$ cat src/rtl/plnsm_pkg.sv
package plnsm_pkg;

    localparam int TIME_W        = 32;
    localparam int PEER_IDX_W    = 8;
    localparam int STATE_W       = 3;
    localparam int ACTIVE_W      = 5;
    localparam int CFG_IDX_W     = 2;
    localparam int CFG_DATA_W    = 32;
    localparam int PEER_SLOTS_DEF = 16;

    localparam logic [ACTIVE_W-1:0] ACTIVE_MAX   = 5'd31;
    localparam logic [TIME_W-1:0]   WINDOW_RST   = 32'd5000;
    localparam logic [TIME_W-1:0]   INTERVAL_RST = 32'd1000;

    localparam logic [CFG_IDX_W-1:0] CFG_NET_EN   = 2'd0;
    localparam logic [CFG_IDX_W-1:0] CFG_WINDOW   = 2'd1;
    localparam logic [CFG_IDX_W-1:0] CFG_INTERVAL = 2'd2;
    localparam logic [CFG_IDX_W-1:0] CFG_BOOT     = 2'd3;

    localparam logic CMD_PEER_SEEN = 1'b0;
    localparam logic CMD_TICK      = 1'b1;

    typedef enum logic [STATE_W-1:0] {
        MODE_INIT     = 3'd0,
        MODE_ACTIVE   = 3'd1,
        MODE_SYNCING  = 3'd2,
        MODE_ISOLATED = 3'd3,
        MODE_DEGRADED = 3'd4
    } node_mode_t;

    typedef struct packed {
        logic ready;
        logic capture;
        logic scan_start;
        logic scan_rd;
        logic ps_rd;
        logic ps_wr;
        logic step;
        logic emit;
    } ctrl_cmd_t;

    typedef struct packed {
        logic item_valid;
        logic is_tick;
        logic in_range;
        logic scan_last;
        logic out_free;
    } ctrl_sts_t;

endpackage

$ cat src/rtl/plnsm_ifs.sv
interface plnsm_item_if;
    import plnsm_pkg::*;

    logic                  valid;
    logic                  ready;
    logic                  cmd;
    logic [TIME_W-1:0]     now_ms;
    logic [PEER_IDX_W-1:0] peer_index;
    logic                  degraded;

    modport source (output valid, cmd, now_ms, peer_index, degraded, input ready);
    modport sink   (input valid, cmd, now_ms, peer_index, degraded, output ready);
endinterface

interface plnsm_result_if;
    import plnsm_pkg::*;

    logic                valid;
    logic                ready;
    logic [STATE_W-1:0]  node_state;
    logic [ACTIVE_W-1:0] active_peers;
    logic                synced;
    logic                quorum_degraded;
    logic [TIME_W-1:0]   isolation_count;
    logic [TIME_W-1:0]   sync_count;

    modport source (output valid, node_state, active_peers, synced, quorum_degraded,
                    isolation_count, sync_count, input ready);
    modport sink   (input valid, node_state, active_peers, synced, quorum_degraded,
                    isolation_count, sync_count, output ready);
endinterface

$ cat src/rtl/peer_liveness_node_state_monitor.sv
// tick transaction: S_SCAN reads one peer table entry per slot, then S_DRAIN, then S_STEP
//   loads the result once the output register is free; a new item is taken only in idle
// peer-seen transaction: read-modify-write of one table entry in S_PS_READ and S_PS_WRITE,
//   then S_EMIT; out-of-range peer: straight to S_EMIT; both wait for a free result slot
// reset (rst_n, asynchronous): control, configuration, counters and slot valid marks
//   cleared at once; table contents need no clearing pass
module peer_liveness_node_state_monitor
#(
    parameter int PEER_SLOTS = plnsm_pkg::PEER_SLOTS_DEF
)
(
    input  logic                             clk,
    input  logic                             rst_n,
    input  logic                             cfg_we,
    input  logic [plnsm_pkg::CFG_IDX_W-1:0]  cfg_index,
    input  logic [plnsm_pkg::CFG_DATA_W-1:0] cfg_data,
    plnsm_item_if.sink                       item,
    plnsm_result_if.source                   result
);
    import plnsm_pkg::*;

    ctrl_cmd_t cmd;
    ctrl_sts_t sts;

    plnsm_ctrl u_ctrl
    (
        .clk   (clk),
        .rst_n (rst_n),
        .sts   (sts),
        .cmd   (cmd)
    );

    plnsm_dp #(
        .PEER_SLOTS (PEER_SLOTS)
    ) u_dp
    (
        .clk       (clk),
        .rst_n     (rst_n),
        .cfg_we    (cfg_we),
        .cfg_index (cfg_index),
        .cfg_data  (cfg_data),
        .item      (item),
        .result    (result),
        .cmd       (cmd),
        .sts       (sts)
    );

`ifndef SYNTH
    a_busy_after_accept: assert property (@(posedge clk) disable iff (!rst_n)
        (item.valid && item.ready) |=> !item.ready)
        else $error("item taken while a transaction is in progress");

    a_load_when_free: assert property (@(posedge clk) disable iff (!rst_n)
        (cmd.step || cmd.emit) |-> sts.out_free)
        else $error("result register overwritten");

    a_one_action: assert property (@(posedge clk) disable iff (!rst_n)
        $onehot0({cmd.scan_rd, cmd.ps_rd, cmd.ps_wr, cmd.step, cmd.emit}))
        else $error("conflicting datapath commands");

    a_result_source: assert property (@(posedge clk) disable iff (!rst_n)
        $rose(result.valid) |-> $past(cmd.step || cmd.emit))
        else $error("result without a load");
`endif

endmodule

$ cat src/rtl/plnsm_ctrl.sv
module plnsm_ctrl
(
    input  logic                  clk,
    input  logic                  rst_n,
    input  plnsm_pkg::ctrl_sts_t  sts,
    output plnsm_pkg::ctrl_cmd_t  cmd
);
    import plnsm_pkg::*;

    typedef enum logic [2:0] {
        S_IDLE,
        S_SCAN,
        S_DRAIN,
        S_STEP,
        S_PS_READ,
        S_PS_WRITE,
        S_EMIT
    } state_t;

    state_t state_reg;
    state_t state_next;

    always_comb
    begin
        cmd        = '0;
        state_next = state_reg;
        unique case (state_reg)
            S_IDLE:
            begin
                cmd.ready = 1'b1;
                if (sts.item_valid)
                begin
                    cmd.capture = 1'b1;
                    if (sts.is_tick)
                    begin
                        cmd.scan_start = 1'b1;
                        state_next     = S_SCAN;
                    end
                    else if (sts.in_range)
                    begin
                        state_next = S_PS_READ;
                    end
                    else
                    begin
                        state_next = S_EMIT;
                    end
                end
            end
            S_SCAN:
            begin
                cmd.scan_rd = 1'b1;
                if (sts.scan_last)
                begin
                    state_next = S_DRAIN;
                end
            end
            S_DRAIN:
            begin
                state_next = S_STEP;
            end
            S_STEP:
            begin
                if (sts.out_free)
                begin
                    cmd.step   = 1'b1;
                    state_next = S_IDLE;
                end
            end
            S_PS_READ:
            begin
                cmd.ps_rd  = 1'b1;
                state_next = S_PS_WRITE;
            end
            S_PS_WRITE:
            begin
                cmd.ps_wr  = 1'b1;
                state_next = S_EMIT;
            end
            S_EMIT:
            begin
                if (sts.out_free)
                begin
                    cmd.emit   = 1'b1;
                    state_next = S_IDLE;
                end
            end
            default:
            begin
                state_next = S_IDLE;
            end
        endcase
    end

    always_ff @(posedge clk or negedge rst_n)
    begin
        if (!rst_n)
        begin
            state_reg <= S_IDLE;
        end
        else
        begin
            state_reg <= state_next;
        end
    end

endmodule

$ cat src/rtl/plnsm_dp.sv
module plnsm_dp
#(
    parameter int PEER_SLOTS = plnsm_pkg::PEER_SLOTS_DEF
)
(
    input  logic                                clk,
    input  logic                                rst_n,
    input  logic                                cfg_we,
    input  logic [plnsm_pkg::CFG_IDX_W-1:0]     cfg_index,
    input  logic [plnsm_pkg::CFG_DATA_W-1:0]    cfg_data,
    plnsm_item_if.sink                          item,
    plnsm_result_if.source                      result,
    input  plnsm_pkg::ctrl_cmd_t                cmd,
    output plnsm_pkg::ctrl_sts_t                sts
);
    import plnsm_pkg::*;

    localparam int IDX_W = (PEER_SLOTS > 1) ? $clog2(PEER_SLOTS) : 1;
    localparam int CNT_W = $clog2(PEER_SLOTS + 1);
    localparam int Q_W   = CNT_W + 2;
    localparam logic [IDX_W-1:0]      SCAN_LAST = IDX_W'(PEER_SLOTS - 1);
    localparam logic [PEER_IDX_W:0]   SLOTS_EXT = (PEER_IDX_W + 1)'(PEER_SLOTS);
    localparam int MEM_W = TIME_W + 1;

    // configuration
    logic              net_en_reg;
    logic [TIME_W-1:0] window_reg;
    logic [TIME_W-1:0] interval_reg;
    logic [TIME_W-1:0] boot_reg;

    // captured transaction
    logic [TIME_W-1:0]     now_reg;
    logic [PEER_IDX_W-1:0] idx_reg;
    logic                  deg_reg;

    // peer table
    logic [MEM_W-1:0]      mem [PEER_SLOTS];
    logic [PEER_SLOTS-1:0] valid_reg;
    logic [MEM_W-1:0]      rd_data_reg;
    logic                  rd_vld_reg;
    logic [IDX_W-1:0]      rd_addr;
    logic [IDX_W-1:0]      ps_addr;

    // scan
    logic [IDX_W-1:0]    scan_cnt_reg;
    logic                chk_reg;
    logic [ACTIVE_W-1:0] live_reg;
    logic [TIME_W-1:0]   age;

    // node state
    node_mode_t          mode_reg;
    node_mode_t          mode_next;
    logic [ACTIVE_W-1:0] active_reg;
    logic [TIME_W-1:0]   last_sync_reg;
    logic [TIME_W-1:0]   iso_reg;
    logic [TIME_W-1:0]   sync_reg;
    logic [CNT_W-1:0]    known_reg;
    logic [CNT_W-1:0]    bad_reg;

    // step logic
    logic              hello;
    logic              iso_cond;
    logic              iso_inc;
    logic              periodic;
    logic [TIME_W-1:0] last_eff;
    logic [TIME_W-1:0] since_boot;
    logic [TIME_W-1:0] since_sync;
    logic              quorum;
    logic [Q_W-1:0]    bad_x3;
    logic [Q_W-1:0]    known_x2;
    logic              old_deg;

    // output register
    logic                out_valid_reg;
    logic [STATE_W-1:0]  out_state_reg;
    logic [ACTIVE_W-1:0] out_active_reg;
    logic                out_synced_reg;
    logic                out_quorum_reg;
    logic [TIME_W-1:0]   out_iso_reg;
    logic [TIME_W-1:0]   out_sync_reg;

    assign item.ready = cmd.ready;

    assign sts.item_valid = item.valid;
    assign sts.is_tick    = (item.cmd == CMD_TICK);
    assign sts.in_range   = ({1'b0, item.peer_index} < SLOTS_EXT);
    assign sts.scan_last  = (scan_cnt_reg == SCAN_LAST);
    assign sts.out_free   = !out_valid_reg || result.ready;

    always_ff @(posedge clk or negedge rst_n)
    begin
        if (!rst_n)
        begin
            net_en_reg   <= 1'b0;
            window_reg   <= WINDOW_RST;
            interval_reg <= INTERVAL_RST;
            boot_reg     <= '0;
        end
        else if (cfg_we)
        begin
            unique case (cfg_index)
                CFG_NET_EN:   net_en_reg   <= cfg_data[0];
                CFG_WINDOW:   window_reg   <= cfg_data[TIME_W-1:0];
                CFG_INTERVAL: interval_reg <= cfg_data[TIME_W-1:0];
                CFG_BOOT:     boot_reg     <= cfg_data[TIME_W-1:0];
                default:      net_en_reg   <= net_en_reg;
            endcase
        end
    end

    always_ff @(posedge clk)
    begin
        if (cmd.capture)
        begin
            now_reg  <= item.now_ms;
            idx_reg  <= item.peer_index;
            deg_reg  <= item.degraded;
        end
    end

    assign ps_addr = idx_reg[IDX_W-1:0];
    assign rd_addr = cmd.ps_rd ? ps_addr : scan_cnt_reg;

    always_ff @(posedge clk)
    begin
        if (cmd.ps_rd || cmd.scan_rd)
        begin
            rd_data_reg <= mem[rd_addr];
        end
    end

    always_ff @(posedge clk)
    begin
        if (cmd.ps_wr)
        begin
            mem[ps_addr] <= {deg_reg, now_reg};
        end
    end

    assign old_deg = rd_vld_reg && rd_data_reg[TIME_W];

    always_ff @(posedge clk or negedge rst_n)
    begin
        if (!rst_n)
        begin
            valid_reg  <= '0;
            rd_vld_reg <= 1'b0;
            known_reg  <= '0;
            bad_reg    <= '0;
        end
        else
        begin
            if (cmd.ps_rd || cmd.scan_rd)
            begin
                rd_vld_reg <= valid_reg[rd_addr];
            end
            if (cmd.ps_wr)
            begin
                valid_reg[ps_addr] <= 1'b1;
                if (!rd_vld_reg)
                begin
                    known_reg <= known_reg + CNT_W'(1);
                end
                if (old_deg && !deg_reg)
                begin
                    bad_reg <= bad_reg - CNT_W'(1);
                end
                else if (!old_deg && deg_reg)
                begin
                    bad_reg <= bad_reg + CNT_W'(1);
                end
            end
        end
    end

    assign age = now_reg - rd_data_reg[TIME_W-1:0];

    always_ff @(posedge clk or negedge rst_n)
    begin
        if (!rst_n)
        begin
            scan_cnt_reg <= '0;
            chk_reg      <= 1'b0;
            live_reg     <= '0;
        end
        else
        begin
            chk_reg <= cmd.scan_rd;
            if (cmd.scan_start)
            begin
                scan_cnt_reg <= '0;
                live_reg     <= '0;
            end
            else
            begin
                if (cmd.scan_rd)
                begin
                    scan_cnt_reg <= scan_cnt_reg + IDX_W'(1);
                end
                if (chk_reg && rd_vld_reg && (age < window_reg) && (live_reg != ACTIVE_MAX))
                begin
                    live_reg <= live_reg + ACTIVE_W'(1);
                end
            end
        end
    end

    // node machine and periodic sync
    assign since_boot = now_reg - boot_reg;
    assign iso_cond   = (live_reg == '0) && (since_boot > window_reg);
    assign hello      = (mode_reg == MODE_INIT) && net_en_reg;
    assign iso_inc    = (mode_reg != MODE_INIT) && iso_cond && (mode_reg != MODE_ISOLATED);
    assign last_eff   = hello ? now_reg : last_sync_reg;
    assign since_sync = now_reg - last_eff;
    assign periodic   = net_en_reg && (since_sync >= interval_reg);

    always_comb
    begin
        mode_next = mode_reg;
        if (mode_reg == MODE_INIT)
        begin
            mode_next = net_en_reg ? MODE_SYNCING : MODE_ACTIVE;
        end
        else if (iso_cond)
        begin
            mode_next = MODE_ISOLATED;
        end
        else if (deg_reg)
        begin
            mode_next = MODE_DEGRADED;
        end
        else if (live_reg != '0)
        begin
            mode_next = MODE_ACTIVE;
        end
    end

    assign bad_x3   = Q_W'(bad_reg) + Q_W'({bad_reg, 1'b0});
    assign known_x2 = Q_W'({known_reg, 1'b0});
    assign quorum   = (known_reg != '0) && (bad_x3 >= known_x2);

    always_ff @(posedge clk or negedge rst_n)
    begin
        if (!rst_n)
        begin
            mode_reg      <= MODE_INIT;
            active_reg    <= '0;
            last_sync_reg <= '0;
            iso_reg       <= '0;
            sync_reg      <= '0;
        end
        else if (cmd.step)
        begin
            mode_reg   <= mode_next;
            active_reg <= live_reg;
            if (hello || periodic)
            begin
                last_sync_reg <= now_reg;
            end
            if (iso_inc)
            begin
                iso_reg <= iso_reg + TIME_W'(1);
            end
            sync_reg <= sync_reg + TIME_W'(hello) + TIME_W'(periodic);
        end
    end

    always_ff @(posedge clk or negedge rst_n)
    begin
        if (!rst_n)
        begin
            out_valid_reg <= 1'b0;
        end
        else if (cmd.step || cmd.emit)
        begin
            out_valid_reg <= 1'b1;
        end
        else if (result.ready)
        begin
            out_valid_reg <= 1'b0;
        end
    end

    always_ff @(posedge clk)
    begin
        if (cmd.step)
        begin
            out_state_reg  <= STATE_W'(mode_next);
            out_active_reg <= live_reg;
            out_synced_reg <= periodic;
            out_quorum_reg <= quorum;
            out_iso_reg    <= iso_inc ? iso_reg + TIME_W'(1) : iso_reg;
            out_sync_reg   <= sync_reg + TIME_W'(hello) + TIME_W'(periodic);
        end
        else if (cmd.emit)
        begin
            out_state_reg  <= STATE_W'(mode_reg);
            out_active_reg <= active_reg;
            out_synced_reg <= 1'b0;
            out_quorum_reg <= quorum;
            out_iso_reg    <= iso_reg;
            out_sync_reg   <= sync_reg;
        end
    end

    assign result.valid           = out_valid_reg;
    assign result.node_state      = out_state_reg;
    assign result.active_peers    = out_active_reg;
    assign result.synced          = out_synced_reg;
    assign result.quorum_degraded = out_quorum_reg;
    assign result.isolation_count = out_iso_reg;
    assign result.sync_count      = out_sync_reg;

endmodule
$ cat src/flat_wrapper.sv
// flat-port wrapper written by rule: the top's interface ports become plain ports
module peer_liveness_node_state_monitor_flat import plnsm_pkg::*;
#(
    parameter int PEER_SLOTS = plnsm_pkg::PEER_SLOTS_DEF
)
  (clk, rst_n, cfg_we, cfg_index, cfg_data, item_valid, item_cmd, item_now_ms, item_peer_index, item_degraded, item_ready, result_valid, result_node_state, result_active_peers, result_synced, result_quorum_degraded, result_isolation_count, result_sync_count, result_ready);
  plnsm_item_if item_i ();
  plnsm_result_if result_i ();
  input  logic clk;
  input  logic rst_n;
  input  logic cfg_we;
  input  logic [plnsm_pkg::CFG_IDX_W-1:0] cfg_index;
  input  logic [plnsm_pkg::CFG_DATA_W-1:0] cfg_data;
  input wire logic [$bits(item_i.valid)-1:0] item_valid;
  input wire logic [$bits(item_i.cmd)-1:0] item_cmd;
  input wire logic [$bits(item_i.now_ms)-1:0] item_now_ms;
  input wire logic [$bits(item_i.peer_index)-1:0] item_peer_index;
  input wire logic [$bits(item_i.degraded)-1:0] item_degraded;
  output wire logic [$bits(item_i.ready)-1:0] item_ready;
  output wire logic [$bits(result_i.valid)-1:0] result_valid;
  output wire logic [$bits(result_i.node_state)-1:0] result_node_state;
  output wire logic [$bits(result_i.active_peers)-1:0] result_active_peers;
  output wire logic [$bits(result_i.synced)-1:0] result_synced;
  output wire logic [$bits(result_i.quorum_degraded)-1:0] result_quorum_degraded;
  output wire logic [$bits(result_i.isolation_count)-1:0] result_isolation_count;
  output wire logic [$bits(result_i.sync_count)-1:0] result_sync_count;
  input wire logic [$bits(result_i.ready)-1:0] result_ready;
  assign item_i.valid = item_valid;
  assign item_i.cmd = item_cmd;
  assign item_i.now_ms = item_now_ms;
  assign item_i.peer_index = item_peer_index;
  assign item_i.degraded = item_degraded;
  assign item_ready = item_i.ready;
  assign result_valid = result_i.valid;
  assign result_node_state = result_i.node_state;
  assign result_active_peers = result_i.active_peers;
  assign result_synced = result_i.synced;
  assign result_quorum_degraded = result_i.quorum_degraded;
  assign result_isolation_count = result_i.isolation_count;
  assign result_sync_count = result_i.sync_count;
  assign result_i.ready = result_ready;
  peer_liveness_node_state_monitor #(.PEER_SLOTS(PEER_SLOTS)) u_core (.clk(clk), .rst_n(rst_n), .cfg_we(cfg_we), .cfg_index(cfg_index), .cfg_data(cfg_data), .item(item_i), .result(result_i));
endmodule
$ cat config.mk
export PLATFORM = sky130hd
export DESIGN_NAME = peer_liveness_node_state_monitor_flat
export DESIGN_NICKNAME = d
export VERILOG_FILES = /design/src/rtl/plnsm_pkg.sv /design/src/rtl/plnsm_ifs.sv /design/src/rtl/peer_liveness_node_state_monitor.sv /design/src/rtl/plnsm_ctrl.sv /design/src/rtl/plnsm_dp.sv /design/src/flat_wrapper.sv
export SDC_FILE = /design/constraint.sdc
export NUM_CORES = 1
export LEC_CHECK = 0
export BUFFER_PORTS_ARGS = -buffer_cell sky130_fd_sc_hd__buf_2
export CAP_MARGIN = 40
export CORE_MARGIN = 4
export CORE_UTILIZATION = 60
export DETAILED_ROUTE_END_ITERATION = 7
export GPL_TIMING_DRIVEN = 0
export PLACE_DENSITY = 0.87
export RECOVER_POWER = 100
export SETUP_SLACK_MARGIN = 0.5
export SYNTH_ARGS = -nofsm -noshare
export SYNTH_HDL_FRONTEND = slang
export SYNTH_HIERARCHICAL = 1
export SYNTH_SLANG_ARGS = --single-unit
export TNS_END_PERCENT = 10
$ cat constraint.sdc
create_clock -name clk -period 8.75 [get_ports clk]
set_input_delay 1.75 -clock clk [delete_from_list [all_inputs] [get_ports clk]]
set_output_delay 1.75 -clock clk [all_outputs]
set_load 0.05 [all_outputs]
# Word level (Yosys, flattened, before mapping)
# Memory sizes are Yosys's and may differ from the RTL's. A register that Yosys moved wholly into a read port is not among the register bits.
# Cells that the tools add are included.
totals:
  mem_count: 1
  output_inout_bits: 76
  mem_bits_rw: 528
  ff_bits: 353
  input_bits: 81
  word_cells: 155
mem_list:
  columns: ["name", "words", "word_bits", "read_ports", "rd_clocked_by_memory_dff", "write_ports", "line", "source"]
  rows:
  - ["u_core.u_dp.mem", 16, 33, 1, 1, 1, "plnsm_dp.sv:37", "logic [MEM_W-1:0] mem [PEER_SLOTS];"]
op_classes:
  bitwise: 2
  n_reduce_logical: 41
  add_sub_neg: 12
  magnitude_cmp: 8
  mux: 49
  n_eq_ne: 15
ops:
  columns: ["op", "count"]
  rows:
  - ["two-way mux 32 bit", 6]
  - ["subtractor 32 bit", 3]
  - ["adder 32 x 1 -> 32 bit", 2]
  - ["two-way mux 3 bit", 11]
  - ["adder 32 x 1 -> 32 bit (second input constant)", 1]
  - [">= comparator 32 bit", 1]
  - ["greater-than comparator 32 bit", 1]
  - ["< comparator 32 bit", 1]
  - ["two-way mux 5 bit", 6]
  - ["case mux 3 bit (6 select lines)", 1]
  - ["two-way mux 1 bit", 17]
  - ["bitwise OR 16 bit", 1]
  - ["adder 5 x 1 -> 5 bit (second input constant)", 3]
  - ["AND reduction 2 bit", 7]
  - ["logical AND 1 bit", 13]
  - ["two-way mux 4 bit", 3]
  - ["< comparator 4 x 5 -> 1 bit (second input constant)", 2]
  - ["nonzero test 2 bit", 5]
  - ["nonzero test 5 bit", 2]
  - ["== test 3 bit (second input constant)", 3]
  - ["< comparator 8 x 5 -> 1 bit (second input constant)", 1]
  - ["adder 5 x 6 -> 7 bit", 1]
  - [">= comparator 7 x 6 -> 1 bit", 1]
  - ["== test 3 x 2 -> 1 bit (second input constant)", 2]
  - ["other kinds (23)", 33]

# Depth between registers and ports, before layout
# Gate-level depths: netlist of run 1.
logic_depth:
  depth_word: 8
  depth_mapped: 38
  mapped_depth_nobuf: 36

# Hierarchy
# The synthesis of run 1 kept the hierarchy.
by_module_without_submodules:
  columns: ["module", "n_inst", "area_per_inst_um2", "seq_area_each_um2", "cells_each"]
  rows:
  - ["plnsm_dp", 1, 41974.0, 26173.9, 2804]
  - ["plnsm_ctrl", 1, 249.0, 75.1, 31]

# Worst setup path after synthesis of run 1
# OpenSTA, ideal clock, no wires.
synth_path:
  kind: "register -> register"
  startpoint: "register u_core.u_dp.mode_reg[0]"
  endpoint: "register u_core.u_dp.out_sync_reg[31], in the netlist u_core/u_dp/result.sync_count[31], data pin"
  required_time_ps: 8487
  stages_incl_launch_ff: 34
  synth_period_minus_slack_ps: 7280
  setup_time_ps: 263
  n_path_buf: 2
  arrival_time_ps: 7017
  setup_slack_ps: 1470
  cell_sequence: "dfrtp_1 -> nor3_1 -> and2_1 -> clkbuf_1 -> clkinv_1 -> clkbuf_1 -> o21ai_0 -> ha_1 -> fa_1 -> nor2b_1 -> o31a_1 -> o211ai_1 -> a21oi_1 -> a211o_1 -> a21o_1 -> a21o_1 -> a21oi_1 -> xnor2_1 -> ha_1 -> nand4_1 -> a2111o_1 -> o211ai_1 -> a21oi_1 -> nand2b_1 -> fa_1 -> inv_1 -> nand4_1 -> nor2_2 -> and3_1 -> and4_4 -> and2b_2 -> and4_4 -> or3b_1 -> xnor2_1"
synth_via:
  elab_chain_len: 8
  word_cells_on_any_way: 9
  classes_between: "3 x add/sub; 1 x order compare; 2 x mux; 3 x reduce/logical"
synth_rtl:
  columns: ["element", "line", "source"]
  rows:
  - ["from (decl)", "plnsm_dp.sv:51", "node_mode_t mode_reg;"]
  - ["from (signal assigned)", "plnsm_dp.sv:254", "mode_reg <= mode_next;"]
  - ["zero test 3 bit (*)", "plnsm_dp.sv:211", "assign hello = (mode_reg == MODE_INIT) && net_en_reg;"]
  - ["logical AND 1 bit (*)", "plnsm_dp.sv:211", null]
  - ["two-way mux 32 bit", "plnsm_dp.sv:213", "assign last_eff = hello ? now_reg : last_sync_reg;"]
  - ["subtractor 32 bit", "plnsm_dp.sv:214", "assign since_sync = now_reg - last_eff;"]
  - [">= comparator 32 bit", "plnsm_dp.sv:215", "assign periodic = net_en_reg && (since_sync >= interval_reg);"]
  - ["logical AND 1 bit", "plnsm_dp.sv:215", null]
  - ["adder 32 x 1 -> 32 bit (*)", "plnsm_dp.sv:293", "out_sync_reg <= sync_reg + TIME_W'(hello) + TIME_W'(periodic);"]
  - ["two-way mux 32 bit (*)", "plnsm_dp.sv:286", "if (cmd.step)"]
  - ["to (signal assigned)", "plnsm_dp.sv:293", null]
  - ["to (signal assigned)", "plnsm_dp.sv:302", "out_sync_reg <= sync_reg;"]
  - ["to (decl)", "plnsm_dp.sv:80", "logic [TIME_W-1:0] out_sync_reg;"]
# Every way passes the cells marked *; elsewhere a longest branch is shown, timed or not.
# A chain may end at the register's enable or synchronous reset.

# Final worst setup path of run 1
layout_path:
  startpoint: "register u_core.u_dp.mode_reg[1]"
  endpoint: "register u_core.u_dp.out_sync_reg[31], in the netlist u_core/u_dp/result.sync_count[31], data pin"
# The elaborated chain is that of the path after synthesis.

==> summary.md, run 1 <==
| Metric | Value |
|---|---|
| Cells after Synth | ~2.8k |
| Slowest cell delay on critical path | roughly 0.48 ns |
| Fin. Hold Viols | 0 |
| Die Y | 273 um |
| Synth area leaders | edfxtp_1, dfrtp_1, mux4_2, ha_1, mux2_2 |
| Switching share of total power | roughly two fifths |
| Sequential share of the synthesized area | between 60% and 70% |
| Final nets | 3427 |
| Adder-cell share of the synthesized area | around 6.5% |
| GRT Overall Usage | 28.5% |
| Initial core utilization | between 60% and 70% |
| Slowest library cell on the worst path | nor3_1 |
| Minimum clock period | 8.17 ns |
| Syn_area_per_cell | 14.9 um^2 |
| WL/cell | around 26 um |
| Max frequency | 0.122 GHz |
| Die area | around 75000 um^2 |
| Synth top area share | a little under half |
| Worst setup path startpoint | u_core/u_dp/mode_reg[1] |
| Finished Layout Cells | roughly 4.1k |
| Fraction of synthesized area in multiplexers | between 10% and 20% |
| Layout cells sized above 1 | roughly 18% |
| Status | finished with violations |
| Place WS | -1.09 ns |
| Sinks on Clock Net | about 900 |
| Die X | approximately 270 um |
| WHS | about 0.47 ns |
| Root buffer cell | clkbuf_16 |
| Max-slew headroom | -82.0% |
| Initial antenna violation count | 5 |
| Inserted Clock Buffers | between 80 and 90 |
| Grt total ovfl | 0 |
| Pre-Repair DR Iteration Count | 8 |
| Core Area | slightly below 70000 um^2 |
| Vias in the first global route | around 27k |
| Pleak | around 18 nW |
| Critical Path Source Type | register |
| Comb pwr share | a little over two fifths |
| Via count | roughly 27k |
| Library cells used by synthesis | 86 |
| Fill cells | ~4.5k |
| CP delay by family, top | simple AND/OR/NAND/NOR gates |
| HP Class | reg -> reg |
| First-pass GRT wire length | about 160 mm |
| #FFs+latches synth | roughly 910 |
| Layout area overhead | 12.0% |
| Setup Skew | between 0.03 and 0.04 ns |
| RSZ-0062 raised after global routing | no |
| FF-to-FF Start | u_core/u_dp/mode_reg[1] |
| Critical path capture point type | register |
| Final setup viols | 0 |
| Clock latency on the worst-skew pair | 0.68 ns |
| Max_cap viols | 18 |
| Clock Power Share | ~23% |
| Placed cells | a little under 4k |
| Min-delay src | u_core/u_dp/valid_reg[10] |
| Main synth FF type | edfxtp_1 |
| Post-synth EDFFs | about 670 |
| Largest family of logic cells by synthesized area | multiplexers |
| Compound-Gate Fraction of Synth Area | 6.92% |
| Max reg flops | 528 |
| Ports | 157 |
| Worst Max-Slew Pin Slew | around 2.7 ns |
| Cell Area, Synth | about 42000 um^2 |
| Failing checks | capacitance limit, slew limit |
| Buffer depth of the longest clock path | 3 |
| Post-synth top cells | edfxtp_1, dfrtp_1, ha_1 |
| Max FO, Critical Path | 9 |
| Setup TNS | 0 ns |
| Tcrit/Tclk final | between 90% and 100% |
| Max Slew Vio Count | 470 |
| Dpl hpwl | between 70 and 80 mm |
| Synthesis Warnings | 6 |
| Peak supply drop | roughly 0.24 mV |
| Int Power | 0.0105 W |
| Avg Vias per Cell | 6.41 |
| I/O Buffers | 154 |
| Worst-path clk slew | 0.06 ns |
| DRC Markers | 0 |
| Final WL | 107 mm |
| Syn nets | 3133 |
| Most common cell in the netlist | edfxtp_1 |
| H-tree depth | 3 |
| Final core utilization | 68.3% |
| XOR/XNOR Fraction of Synth Area | approximately 3.2% |
| Largest net degree at the start of global routing | between 100 and 150 |
| Iter 0 DRT Violations | 3008 |
| Required time of the critical path | 9.15 ns |
| Post-route ant nets | 0 |
| Seq pwr share | 34.9% |
| Buffers and inverters on the worst path | 6 |
| TritonCTS clock tree | built |
| WP data arrival | between 8 and 9 ns |
| Simple-gate area share of the yosys netlist | between 6 and 7% |
| Final GP Congestion | ~0.89 |
| Row cnt | 96 |
| NetSw | between 0.006 and 0.007 W |
| Critical path class | reg -> reg |
| Synth area leader | edfxtp_1 |
| FFs w/ async S/R, synth | 26.5% |
| Power per cell area | 360 nW/um^2 |
| Final WS setup | roughly 0.58 ns |
-- layout by cell type, fill, tap and decap left out, types with 42 or more instances in the layout --
cell / n
inv_1: 177
o21ai_0: 59
clkbuf_1: 190
nand3_1: 50
clkbuf_16: 91
nor2_1: 87
edfxtp_1: 672
mux4_2: 136
a21oi_1: 106
a21o_1: 81
buf_2: 93
a211oi_1: 44
dfrtp_1: 231
ha_1: 210
mux2_2: 106
nand4_1: 45
xnor2_1: 113
a31oi_1: 42
nand2_1: 146
-- final timing paths --
path / cells past startpoint / slack [ns] / end
worst max-delay path: 35 / 0.58 / u_core/u_dp/result.sync_count[31]
worst min-delay path: 1 / 0.47 / u_core/u_dp/valid_reg[10]
worst max register to register: 35 / 0.58 / u_core/u_dp/result.sync_count[31]
worst min register to register: 1 / 0.47 / u_core/u_dp/valid_reg[10]
max in group asynchronous: 2 / 3.02 / u_core/u_dp/valid_reg[1]
min in group asynchronous: 1 / 1.95 / u_core/u_dp/iso_reg[21]
-- area by class of cell --
class | count | area (um^2) | area share [%]
flip-flops and latches | 914 | 26200 | 55.5
multi-input cells | 1657 | 15000 | 31.6
clock buffers | 112 | 2410 | 5.09
well taps | 931 | 1160 | 2.46
repair buffers | 203 | 928 | 1.96
inverters | 178 | 672 | 1.42
clock inverters | 53 | 509 | 1.08
plain buffers | 86 | 383 | 0.810
diodes | 1 | 2.50 | 0.00529
-- power groups by stage --
stage,Combinational (W),Sequential (W),Clock [W]
after floorplan,0.00481,0.00629,0
after global placement,0.00668,0.00595,0
after detailed placement,0.00710,0.00599,0
after CTS,0.00726,0.00592,0.00387
after global routing,0.00783,0.00601,0.00407
final,0.00725,0.00595,0.00384
-- worst register-to-register path, delay by kind of cell, from the launching register on --
| kind | cells | cell delay, ns |
|---|---|---|
| AOI/OAI and AO/OA | 11 | 2.31 |
| xor gates and xnor gates | 2 | 0.27 |
| buffers and inverters | 6 | 0.94 |
| DFF | 1 | 0.41 |
| and+or+nand+nor | 12 | 2.78 |
| adders and majority gates | 4 | 1.20 |
-- routing by layer --
| metal | part of all wire, % | vias to the layer above | track usage (%) |
|---|---|---|---|
| li1 | - | 11300 | - |
| met1 | 36 | 13200 | 36.1 |
| met2 | 50 | 1575 | 49.0 |
| met3 | 9.2 | 357 | 4.94 |
| met4 | 4.7 | 10 | 11.9 |
| met5 | 0.051 | - | 0 |
-- cell families after synthesis --
kind of cell | Yosys count
buf+inv | 264
simple gates | 535
compound gates | 437
fa+ha+maj | 217
flops | 914
mux | 313
xor+xnor | 155
-- through the flow --
| step | cell area, um^2 | total power, W |
|---|---|---|
| 6_report | 47300 | 0.0170 |
| 5_1_grt | 47300 | 0.0179 |
| 4_1_cts | 47900 | 0.0170 |
| 3_5_place_dp | 44900 | 0.0131 |
| 3_3_place_gp | 44200 | 0.0126 |
| 2_1_floorplan | 42200 | 0.0111 |
-- repair_timing --
action | CTS | global route
pin swaps | 3 | 6
setup buffers | 4 | 4
hold buffers | 0 | 0
gates resized for setup | 15 | 21
endpoints found under the setup margin | 92 | 21
Power figures use the tool's default switching activity.
==> run 2, diff against run 1 <==
--- a/config.mk
+++ b/config.mk
@@ -12,7 +12,6 @@
 export DETAILED_ROUTE_END_ITERATION = 7
 export GPL_TIMING_DRIVEN = 0
 export PLACE_DENSITY = 0.87
-export RECOVER_POWER = 100
 export SETUP_SLACK_MARGIN = 0.5
 export SYNTH_ARGS = -nofsm -noshare
 export SYNTH_HDL_FRONTEND = slang
==> constraint.sdc (replaced) <==
create_clock -name clk -period 8.57 [get_ports clk]
set_input_delay 1.714 -clock clk [delete_from_list [all_inputs] [get_ports clk]]
set_output_delay 1.714 -clock clk [all_outputs]
set_load 0.05 [all_outputs]
==> summary.md, run 2 (synthesis gave the netlist of run 1 again) <==
| Metric | Value |
|---|---|
| Slowest library cell on the worst path | dfrtp_2 |
| Status | completed |
| Max Slew Vio Count | 0 |
| Final setup viols | 0 |
| FF-to-FF Start | u_core/u_dp/mode_reg[0] |
| H-tree depth | 3 |
| Clock latency on the worst-skew pair | roughly 0.67 ns |
| Initial antenna violation count | 5 |
| Post-route ant nets | 0 |
| Tcrit/Tclk final | approximately nine tenths |
| Critical path class | reg -> reg |
| Max-slew headroom | 34.1% |
| Final GP Congestion | between 0.8 and 0.9 |
| Ports | around 160 |
| Avg Vias per Cell | around 6.4 |
| Min-delay src | u_core/u_dp/valid_reg[10] |
| Die Y | 273 um |
| Core Area | between 60000 and 70000 um^2 |
| Via count | between 20k and 30k |
| HP Class | reg -> reg |
| Worst Max-Slew Pin Slew | approximately 0.99 ns |
| Hold Path Depth | 1 |
| Hold-fix buffers, CTS | 0 |
| Max FO, Critical Path | 10 |
| Pre-Repair DR Iteration Count | 7 |
| Top cell by count, worst path | a21oi_2 |
| Grt total ovfl | 0 |
| Slowest cell delay on critical path | between 0.4 and 0.5 ns |
| Critical Path Source Type | register |
| DRC Markers | 0 |
| Layout cells sized above 1 | a little under a quarter |
| R2r setup slk | 0.89 ns |
| I/O Buffers | 154 |
| Max_cap viols | 0 |
| Setup Skew | between 0.03 and 0.04 ns |
| Power per cell area | 365 nW/um^2 |
| Max frequency | about 0.13 GHz |
| Layout area overhead | 13.8% |
| Most frequent cells in the layout | edfxtp_1, dfrtp_1, ha_1 |
| Required time of the critical path | 8.97 ns |
| Buffers and inverters on the worst path | 5 |
| Placed cells | between 3k and 4k |
| RSZ-0062 raised after global routing | no |
| Fin. Hold Viols | 0 |
| WL/cell | about 26 um |
| Dpl hpwl | roughly 72 mm |
| Final core utilization | 69.4% |
| Final WL | 107 mm |
| Largest net degree at the start of global routing | about 110 |
| Worst r2r path cells | 32 |
| Initial core utilization | 61.0% |
| Die area | around 75000 um^2 |
| Vias in the first global route | between 20k and 30k |
| CP delay by family, top | simple AND/OR/NAND/NOR gates |
| Peak supply drop | approximately 0.25 mV |
| Critical path capture point type | register |
| Final nets | 3428 |
| Pleak | about 19 nW |
| Hold EP | u_core/u_dp/valid_reg[10] |
| R2r endpoint | u_core/u_dp/result.sync_count[31] |
| Inserted Clock Buffers | 89 |
| TritonCTS clock tree | built |
| Iter 0 DRT Violations | roughly 2.9k |
| Die X | ~270 um |
| Max reg flops | between 500 and 600 |
| Row cnt | 96 |
| Root buffer cell | clkbuf_16 |
| Sinks on Clock Net | 914 |
| Worst-path clk slew | about 0.06 ns |
| DP Area | approximately 45000 um^2 |
| Fill cells | 4297 |
| Design Area, Final | around 48000 um^2 |
| WP data arrival | 8.08 ns |
| Finished Layout Cells | around 4.1k |
| First-pass GRT wire length | between 150 and 200 mm |
| Buffer depth of the longest clock path | 3 |
| Commonest non-fill, non-tap cell in the layout | edfxtp_1 |
| Minimum clock period | approximately 7.7 ns |
| GRT Overall Usage | 28.5% |
[run 2: cell count changes in the layout (fill, tap and decap cells not counted), sizes merged]
cell | previous run | this run
buf | 111 | 245
clkbuf | 290 | 157
[run 2: per-stage QoR]
stage	worst slack, ns	total power (W)	hold slack [ns]	setup TNS, ns
floorplan	1.29	0.0113	0.434	0
global placement	-0.973	0.0129	0.446	-16.55
detailed placement	-1.27	0.0134	0.453	-28.92
CTS	0.511	0.0174	0.471	0
global route	0.549	0.0184	0.485	0
finish	0.888	0.0175	0.473	0
[run 2: worst max-delay path by stage]
stage,startpoint,to,slack (ns),cells after the start
2_1_floorplan,u_core/u_dp/mode_reg[0],u_core/u_dp/result.sync_count[31],1.29,33
3_3_place_gp,u_core/u_dp/mode_reg[0],u_core/u_dp/result.sync_count[31],-0.97,32
3_5_place_dp,u_core/u_dp/mode_reg[0],u_core/u_dp/result.sync_count[31],-1.27,32
4_1_cts,u_core/u_dp/mode_reg[1],u_core/u_dp/result.sync_count[31],0.51,35
5_1_grt,u_core/u_dp/mode_reg[0],u_core/u_dp/result.sync_count[31],0.55,32
6_report,u_core/u_dp/mode_reg[0],u_core/u_dp/result.sync_count[31],0.89,32
[run 2: area by class of cell]
| class | count | area, um^2 | area share, % |
|---|---|---|---|
| flip-flops and latches | 914 | 26300 | 54.6 |
| multi-input cells | 1657 | 15100 | 31.5 |
| clock buffers | 112 | 2410 | 5.01 |
| repair buffers | 204 | 1490 | 3.10 |
| well taps | 931 | 1160 | 2.43 |
| inverters | 178 | 672 | 1.40 |
| clock inverters | 53 | 509 | 1.06 |
| plain buffers | 86 | 408 | 0.849 |
| diodes | 1 | 2.50 | 0.00521 |
[run 2: where the power goes]
| group | switching (W) | internal [W] |
|---|---|---|
| Sequential | 0.000485 | 0.00558 |
| Combinational | 0.00446 | 0.00309 |
| Clock | 0.00172 | 0.00219 |
| Total | 0.00666 | 0.0109 |
[run 2: metal layers]
metal | global-route usage (%) | part of all wire, % | up-vias
li1 | - | - | 11400
met4 | 12.0 | 4.7 | 10
met3 | 4.89 | 8.6 | 359
met5 | 0 | 0.052 | -
met1 | 36.1 | 36 | 13300
met2 | 49.1 | 50 | 1556
[run 2: timing repair]
item	4_1_cts	5_1_grt
setup endpoints to repair	95	19
resized for setup	19	18
hold endpoints to repair	0	0
setup buffers	5	4
pin swaps	5	7
